===== src/rtl/core/crsc_pkg.sv =====
// Shared constants and types for the column-to-row span converter.
// No dependencies.
`default_nettype none

package crsc_pkg;

   localparam int ROWS  = 64;
   localparam int ROW_W = 6;    // row index
   localparam int TOP_W = 7;    // row index or ROWS (empty)
   localparam int COL_W = 10;   // screen column

   localparam logic [TOP_W-1:0] TOP_EMPTY = TOP_W'(ROWS);

   typedef struct packed {
      logic [ROW_W-1:0] row;
      logic [COL_W-1:0] start;
      logic [COL_W-1:0] stop;
   } span_type;

endpackage

`default_nettype wire


===== src/rtl/core/column_to_row_span_converter_unit.sv =====
// Column-to-row span converter, top level: sequencer, span buffer, output register.
// Depends on crsc_pkg and crsc_ram.
`default_nettype none

//  channel | direction | handshake            | payload
//  --------+-----------+----------------------+----------------------------------------
//  req_    | in        | req_valid/req_stall  | column_x, top_row, bottom_row, first/last
//  rsp_    | out       | rsp_valid/rsp_stall  | span_row, span_start, span_end, span_final
//
//  Per column: accept in S_IDLE, then a pass through S_CTOP, S_CBOT, S_OTOP and
//  S_OBOT, then S_FLUSH; last_column adds a second pass. Each closed row also takes
//  S_CREAD, the registered read of the start-column RAM.
//  Reset clears the sequencer, the previous extent (empty) and both output slots;
//  the start-column RAM is not cleared. req_stall is high from accept until flush.
//  A full output stage with rsp_stall high holds the sequencer at the next span.

module column_to_row_span_converter_unit
   import crsc_pkg::*;
(
   input  wire logic             clock,
   input  wire logic             reset,

   input  wire logic             req_valid,
   output logic                  req_stall,
   input  wire logic [COL_W-1:0] req_column_x,
   input  wire logic [TOP_W-1:0] req_top_row,
   input  wire logic [ROW_W-1:0] req_bottom_row,
   input  wire logic             req_first_column,
   input  wire logic             req_last_column,

   output logic                  rsp_valid,
   input  wire logic             rsp_stall,
   output logic      [ROW_W-1:0] rsp_span_row,
   output logic      [COL_W-1:0] rsp_span_start,
   output logic      [COL_W-1:0] rsp_span_end,
   output logic                  rsp_span_final
);

   typedef enum logic [2:0] {
      S_IDLE,
      S_CTOP,    // close rows above the new top, walking down
      S_CBOT,    // close rows below the new bottom, walking up
      S_CREAD,   // start column arrives from RAM
      S_OTOP,    // open newly covered upper rows
      S_OBOT,    // open newly covered lower rows
      S_FLUSH    // last held span goes out marked final
   } state_type;

   state_type        state_ff, state_in, ret_ff, ret_in;
   logic [TOP_W-1:0] t1_ff, t1_in, b1_ff, b1_in, t2_ff, t2_in, b2_ff, b2_in;
   logic [TOP_W-1:0] top_ff, top_in, bot_ff, bot_in;
   logic [TOP_W-1:0] prev_top_ff, prev_top_in;
   logic [ROW_W-1:0] prev_bot_ff, prev_bot_in;
   logic [COL_W-1:0] x_ff, x_in;
   logic             last_ff, last_in, pass_ff, pass_in;
   logic [ROW_W-1:0] fetch_row_ff, fetch_row_in;
   logic             held_valid_ff, held_valid_in;
   span_type         held_ff, held_in;
   logic             out_valid_ff, out_valid_in;
   span_type         out_ff, out_in;
   logic             out_final_ff, out_final_in;

   // RAM port
   logic             wr_en, rd_en;
   logic [ROW_W-1:0] wr_addr, rd_addr;
   logic [COL_W-1:0] rd_data;

   // current step's column and the end column of spans closed by it
   logic [COL_W-1:0] col, end_col;
   logic             out_free;
   logic [TOP_W-1:0] top_clamped;

   assign col         = x_ff + COL_W'(pass_ff);
   assign end_col     = col - COL_W'(1);
   assign out_free    = !out_valid_ff || !rsp_stall;
   assign top_clamped = (req_top_row > TOP_EMPTY) ? TOP_EMPTY : req_top_row;

   crsc_ram #(
      .WIDTH (COL_W),
      .DEPTH (ROWS)
   ) u_start_ram (
      .clock   (clock),
      .wr_en   (wr_en),
      .wr_addr (wr_addr),
      .wr_data (col),
      .rd_en   (rd_en),
      .rd_addr (rd_addr),
      .rd_data (rd_data)
   );

   always_comb begin
      state_in      = state_ff;
      ret_in        = ret_ff;
      t1_in         = t1_ff;
      b1_in         = b1_ff;
      t2_in         = t2_ff;
      b2_in         = b2_ff;
      top_in        = top_ff;
      bot_in        = bot_ff;
      prev_top_in   = prev_top_ff;
      prev_bot_in   = prev_bot_ff;
      x_in          = x_ff;
      last_in       = last_ff;
      pass_in       = pass_ff;
      fetch_row_in  = fetch_row_ff;
      held_valid_in = held_valid_ff;
      held_in       = held_ff;
      out_in        = out_ff;
      out_final_in  = out_final_ff;
      out_valid_in  = out_valid_ff && rsp_stall;
      wr_en         = 1'b0;
      wr_addr       = t2_ff[ROW_W-1:0];
      rd_en         = 1'b0;
      rd_addr       = t1_ff[ROW_W-1:0];

      case (state_ff)
         S_IDLE: begin
            if (req_valid) begin
               x_in    = req_column_x;
               last_in = req_last_column;
               pass_in = 1'b0;
               top_in  = top_clamped;
               bot_in  = {1'b0, req_bottom_row};
               t2_in   = top_clamped;
               b2_in   = {1'b0, req_bottom_row};
               if (req_first_column) begin
                  t1_in = TOP_EMPTY;
                  b1_in = '0;
               end else begin
                  t1_in = prev_top_ff;
                  b1_in = {1'b0, prev_bot_ff};
               end
               state_in = S_CTOP;
            end
         end
         S_CTOP: begin
            if (t1_ff < t2_ff && t1_ff <= b1_ff) begin
               if (!held_valid_ff || out_free) begin
                  if (held_valid_ff) begin
                     out_valid_in = 1'b1;
                     out_in       = held_ff;
                     out_final_in = 1'b0;
                  end
                  rd_en        = 1'b1;
                  rd_addr      = t1_ff[ROW_W-1:0];
                  fetch_row_in = t1_ff[ROW_W-1:0];
                  t1_in        = t1_ff + TOP_W'(1);
                  ret_in       = S_CTOP;
                  state_in     = S_CREAD;
               end
            end else begin
               state_in = S_CBOT;
            end
         end
         S_CBOT: begin
            if (b1_ff > b2_ff && b1_ff >= t1_ff) begin
               if (!held_valid_ff || out_free) begin
                  if (held_valid_ff) begin
                     out_valid_in = 1'b1;
                     out_in       = held_ff;
                     out_final_in = 1'b0;
                  end
                  rd_en        = 1'b1;
                  rd_addr      = b1_ff[ROW_W-1:0];
                  fetch_row_in = b1_ff[ROW_W-1:0];
                  b1_in        = b1_ff - TOP_W'(1);
                  ret_in       = S_CBOT;
                  state_in     = S_CREAD;
               end
            end else begin
               state_in = S_OTOP;
            end
         end
         S_CREAD: begin
            held_valid_in = 1'b1;
            held_in.row   = fetch_row_ff;
            held_in.start = rd_data;
            held_in.stop  = end_col;
            state_in      = ret_ff;
         end
         S_OTOP: begin
            if (t2_ff < t1_ff && t2_ff <= b2_ff) begin
               wr_en   = 1'b1;
               wr_addr = t2_ff[ROW_W-1:0];
               t2_in   = t2_ff + TOP_W'(1);
            end else begin
               state_in = S_OBOT;
            end
         end
         S_OBOT: begin
            if (b2_ff > b1_ff && b2_ff >= t2_ff) begin
               wr_en   = 1'b1;
               wr_addr = b2_ff[ROW_W-1:0];
               b2_in   = b2_ff - TOP_W'(1);
            end else if (last_ff && !pass_ff) begin
               // closing pass: an empty column one to the right
               pass_in  = 1'b1;
               t1_in    = top_ff;
               b1_in    = bot_ff;
               t2_in    = TOP_EMPTY;
               b2_in    = '0;
               state_in = S_CTOP;
            end else begin
               if (last_ff) begin
                  prev_top_in = TOP_EMPTY;
                  prev_bot_in = '0;
               end else begin
                  prev_top_in = top_ff;
                  prev_bot_in = bot_ff[ROW_W-1:0];
               end
               state_in = S_FLUSH;
            end
         end
         S_FLUSH: begin
            if (!held_valid_ff) begin
               state_in = S_IDLE;
            end else if (out_free) begin
               out_valid_in  = 1'b1;
               out_in        = held_ff;
               out_final_in  = 1'b1;
               held_valid_in = 1'b0;
               state_in      = S_IDLE;
            end
         end
         default: begin
            state_in = S_IDLE;
         end
      endcase
   end

   always_ff @(posedge clock) begin
      if (reset) begin
         state_ff      <= S_IDLE;
         ret_ff        <= S_CTOP;
         prev_top_ff   <= TOP_EMPTY;
         prev_bot_ff   <= '0;
         held_valid_ff <= 1'b0;
         out_valid_ff  <= 1'b0;
      end else begin
         state_ff      <= state_in;
         ret_ff        <= ret_in;
         prev_top_ff   <= prev_top_in;
         prev_bot_ff   <= prev_bot_in;
         held_valid_ff <= held_valid_in;
         out_valid_ff  <= out_valid_in;
      end
      t1_ff        <= t1_in;
      b1_ff        <= b1_in;
      t2_ff        <= t2_in;
      b2_ff        <= b2_in;
      top_ff       <= top_in;
      bot_ff       <= bot_in;
      x_ff         <= x_in;
      last_ff      <= last_in;
      pass_ff      <= pass_in;
      fetch_row_ff <= fetch_row_in;
      held_ff      <= held_in;
      out_ff       <= out_in;
      out_final_ff <= out_final_in;
   end

   assign req_stall      = (state_ff != S_IDLE);
   assign rsp_valid      = out_valid_ff;
   assign rsp_span_row   = out_ff.row;
   assign rsp_span_start = out_ff.start;
   assign rsp_span_end   = out_ff.stop;
   assign rsp_span_final = out_final_ff;

endmodule

`default_nettype wire


===== src/rtl/core/crsc_ram.sv =====
// Generic single-write, single-read RAM with registered read data.
// No dependencies.
`default_nettype none

module crsc_ram #(
   parameter int WIDTH = 10,
   parameter int DEPTH = 64
) (
   input  wire logic                     clock,
   input  wire logic                     wr_en,
   input  wire logic [$clog2(DEPTH)-1:0] wr_addr,
   input  wire logic [WIDTH-1:0]         wr_data,
   input  wire logic                     rd_en,
   input  wire logic [$clog2(DEPTH)-1:0] rd_addr,
   output logic      [WIDTH-1:0]         rd_data
);

   logic [WIDTH-1:0] mem [DEPTH];

   always_ff @(posedge clock) begin
      if (wr_en) begin
         mem[wr_addr] <= wr_data;
      end
      if (rd_en) begin
         rd_data <= mem[rd_addr];
      end
   end

endmodule

`default_nettype wire


===== config.mk =====
export PLATFORM = sky130hd
export DESIGN_NAME = column_to_row_span_converter_unit
export DESIGN_NICKNAME = d
export VERILOG_FILES = /design/src/rtl/core/crsc_pkg.sv /design/src/rtl/core/column_to_row_span_converter_unit.sv /design/src/rtl/core/crsc_ram.sv
export SDC_FILE = /design/constraint.sdc
export NUM_CORES = 1
export LEC_CHECK = 0
export BUFFER_PORTS_ARGS = -buffer_cell sky130_fd_sc_hd__buf_2
export CORE_MARGIN = 2
export CORE_UTILIZATION = 25
export DETAILED_ROUTE_END_ITERATION = 16
export PLACE_DENSITY = 0.47
export SLEW_MARGIN = 20
export SYNTH_ARGS = -nofsm -noshare
export SYNTH_HDL_FRONTEND = slang
export SYNTH_SLANG_ARGS = --single-unit

===== constraint.sdc =====
create_clock -name clock -period 5.65 [get_ports clock]
set_input_delay 0.8475 -clock clock [delete_from_list [all_inputs] [get_ports clock]]
set_output_delay 0.8475 -clock clock [all_outputs]
set_load 0.05 [all_outputs]

==> run summary <==
Total power: 17.2 mW
Final #Nets: 2456
Dpl ws: 522 ps
Synthesized cell area: 32300 sq um
Async S/R FF share, synth: 0%
Max cap viols: 0
Number of fill cells: 12708
Achievable Freq: 196 MHz
Kind of cell adding the most delay to the critical path: compound AO/OA/AOI/OAI gates
Final Hold Viols: 0
Avg Inst Size Synth: 14.7 sq um
Synthesized flop and latch total: 782
Arr. time, crit path: 5490 ps
CTS tree: built
Via count: 19584
Main synth FF type: edfxtp_1
Largest net degree at the start of global routing: 68
Critical Path End Type: flop
Ys Warns: 0
Io pins: 58
TritonCTS Sinks: 782
Final ANT Viol Nets: 0
Core footprint: 128000 sq um
Post-Route WL: 94200 um
Peak supply drop: 0.216 mV
GR Overflow Total: 0
Worst EP required: 6040 ps
Actual slew at the worst max-slew pin: 1110 ps
Fin crit share: 90.3%
Most used cell, CP: buf_4
Netlist cell types: 75
# Post-CTS Setup Buffers: 0
Max Root-Sink Buffers: 3
Synthesized Nets: 2264
# resized after CTS: 0
DPL Wire Length: 62400 um
CP max stage cell: a2111oi_0
Status: finished clean
Number of H-tree levels: 3
Wirelength per Cell: 22.9 um
# hold bufs at CTS: 0
Final Skew: 32.6 ps
Crit-path max FO: 36
Setup TNS: 0 ps
Post-synthesis sequential area ratio: 72.1%
Routability cong.: 0.869
CTS clk-pin slew, worst paths: 70 ps
Worst rel slew slack: 24.5%
P per Cell Area: 450 nW/um^2
Worst-path cell chain: inv_1 > ha_1 > and3_1 > a221o_1 > or3_4 > o21ai_2 > nand2_4 > nand2_1 > buf_4 > buf_4 > a21oi_1 > a2111oi_0 > a221oi_1 > a21o_1
EDFF count, synth: 762
First-pass GRT wire length: 138000 um
Initial Utilization: 25.3%
Crit start category: flop
Root buffer cell: clkbuf_16
Hold Slack: 380 ps
Hold crit path type: input pin to flop
Share of layout cells above drive strength 1: 17.1%
RSZ-0062 raised after global routing: no
Vias per Instance: 4.75
Utilization after layout: 29.9%
Die Area: 132000 sq um
Die Span Y: 364 um
Setup violators final: 0
Static Leak: 12.9 nW
Setup ws final: 550 ps
Clock buffer count from CTS: 85
Drt drc: 0
Initial antenna violation count: 5
Row cnt: 131
Port bufs: 57
Tmin final: 5100 ps
Buf/Inv on CP: 3
Die extent in x: 364 um
Later-pin clock latency in the skew report: 650 ps
Post-synthesis cell count: 2200
TritonRoute pass-1 iters: 6
Overall Global Routing Usage: 14.1%
Slew Viols, Final: 0
Vias in the first global route: 19669
Crit Path Category: flop to flop
Area grow syn2layout: 18.1%
1st-iter DRT viols: 2138
Crit path largest cell delay: 900 ps
==> state kept, by name, indices dropped and copies added, names as in the netlist, 6 cells and up <==
register,cells
u_start_ram.mem,640
t1_ff,7
u_start_ram.rd_data,10
prev_top_ff,7
bot_ff,6
b2_ff,7
top_ff,7
rsp_span_row,6
t2_ff,7
held_ff,26
prev_bot_ff,6
rsp_span_end,10
rsp_span_start,10
x_ff,10
b1_ff,7
fetch_row_ff,6
==> logic make-up (layout without fill, tap and decap cells) <==
| kind of cell | after synthesis | count (layout) | synth area share, % |
|---|---|---|---|
| fa+ha+maj | 35 | 35 | 1.36 |
| flops | 782 | 782 | 72.1 |
| mux | 184 | 184 | 6.67 |
| simple gates | 676 | 676 | 9.60 |
| other cells | 0 | 1 | 0 |
| xor+xnor | 36 | 36 | 0.976 |
| compound gates | 336 | 336 | 6.93 |
| buf+inv | 151 | 411 | 2.42 |
==> per-layer routing <==
layer | GRT usage (%) | wire length (um) | up-vias
met5 | 0 | 0 | -
met4 | 3.69 | 1770 | 0
met3 | 2.32 | 5450 | 96
met2 | 23.3 | 45300 | 610
met1 | 19.3 | 41700 | 10033
li1 | - | - | 8845
==> layout make-up <==
type                            count  area (sq um)  area share [%]
Sequential cell                   782         23300            61.0
Multi-Input combinational cell   1267          8440            22.1
Clock buffer                      107          2260            5.92
Tap cell                         1662          2080            5.45
Timing Repair Buffer              220          1570            4.12
Clock inverter                     48           403            1.06
Inverter                           36           138           0.361
Antenna cell                        1          2.50         0.00656
==> metrics by stage <==
step                      instance area, sq um  std cells
final                                    38200       4123
after CTS                                38200       4122
after detailed placement                 35500       3967
after global placement                   35500       3966
after global routing                     38200       4122
after floorplan                          32300       2200
==> synth_stat cells (5+ instances only) <==
library cell	n	share of area, %
xnor2_1	27	0.73
inv_1	36	0.42
nor2_1	57	0.66
xor2_1	9	0.24
nand2_1	342	4.0
buf_6	6	0.21
a21boi_0	7	0.16
o22ai_1	42	0.81
a21oi_1	86	1.3
a211oi_1	6	0.14
dfxtp_1	20	1.2
a32oi_1	18	0.49
nand4_1	5	0.097
buf_1	6	0.070
nand2b_1	9	0.17
nor2b_1	23	0.45
mux4_2	24	1.7
a22o_1	7	0.19
ha_1	35	1.4
edfxtp_1	762	71
buf_2	34	0.53
a221o_1	5	0.15
nor4_1	37	0.72
clkbuf_1	50	0.58
mux2_2	7	0.24
a311oi_1	11	0.30
and3_1	18	0.35
buf_4	14	0.33
o21ai_0	47	0.73
and2_1	13	0.25
a31oi_1	23	0.45
nand3_1	72	1.1
a21o_1	22	0.51
nand3b_1	8	0.19
or4_1	7	0.16
nor3_1	68	1.1
mux2i_1	152	4.7
a221oi_1	10	0.27
o31ai_1	9	0.21
==> cells in the final DEF, fill, tap and decap left out, types with 6 or more instances in the layout <==
master / n
o22ai_1: 42
a22o_1: 7
a21o_1: 22
and3_1: 18
nand2b_1: 9
xnor2_1: 25
clkbuf_1: 18
nor2b_1: 23
clkinv_2: 13
a311oi_1: 11
a32oi_1: 18
mux4_2: 24
a221oi_1: 10
nand2_1: 340
nor4_2: 12
buf_4: 158
nor2_1: 55
or4_1: 7
a31oi_1: 22
edfxtp_1: 762
mux2i_1: 150
a21boi_0: 6
nand3b_1: 8
xor2_1: 7
buf_2: 57
and2_1: 11
a211oi_1: 6
o31ai_1: 9
nor4_1: 25
o21ai_0: 45
mux2_2: 7
clkinv_1: 21
clkbuf_16: 86
ha_1: 33
nand3_1: 72
inv_1: 32
dfxtp_1: 20
nor3_1: 68
a21oi_1: 86
==> power by group <==
part	switching (mW)	internal, mW	total [mW]
sequential	0.174	6.88	7.05
clock	2.30	3.03	5.34
combinational	3.27	1.54	4.81
total	5.75	11.4	17.2
==> path summary, 6_finish.rpt <==
| kind | startpoint | endpoint | slack (ps) | depth (start not counted) |
|---|---|---|---|---|
| worst max-delay path | b1_ff[4]$_DFFE_PP_ | u_start_ram.rd_data[8]$_DFFE_PP_ | 550 | 14 |
| worst min-delay path | req_last_column | last_ff$_DFFE_PP_ | 380 | 1 |
| worst max register to register | b1_ff[4]$_DFFE_PP_ | u_start_ram.rd_data[8]$_DFFE_PP_ | 550 | 14 |
| worst min register to register | held_ff[18]$_DFFE_PN_ | rsp_span_start[8]$_DFFE_PP_ | 420 | 0 |
No activity file was read; power rests on OpenSTA's default activity.
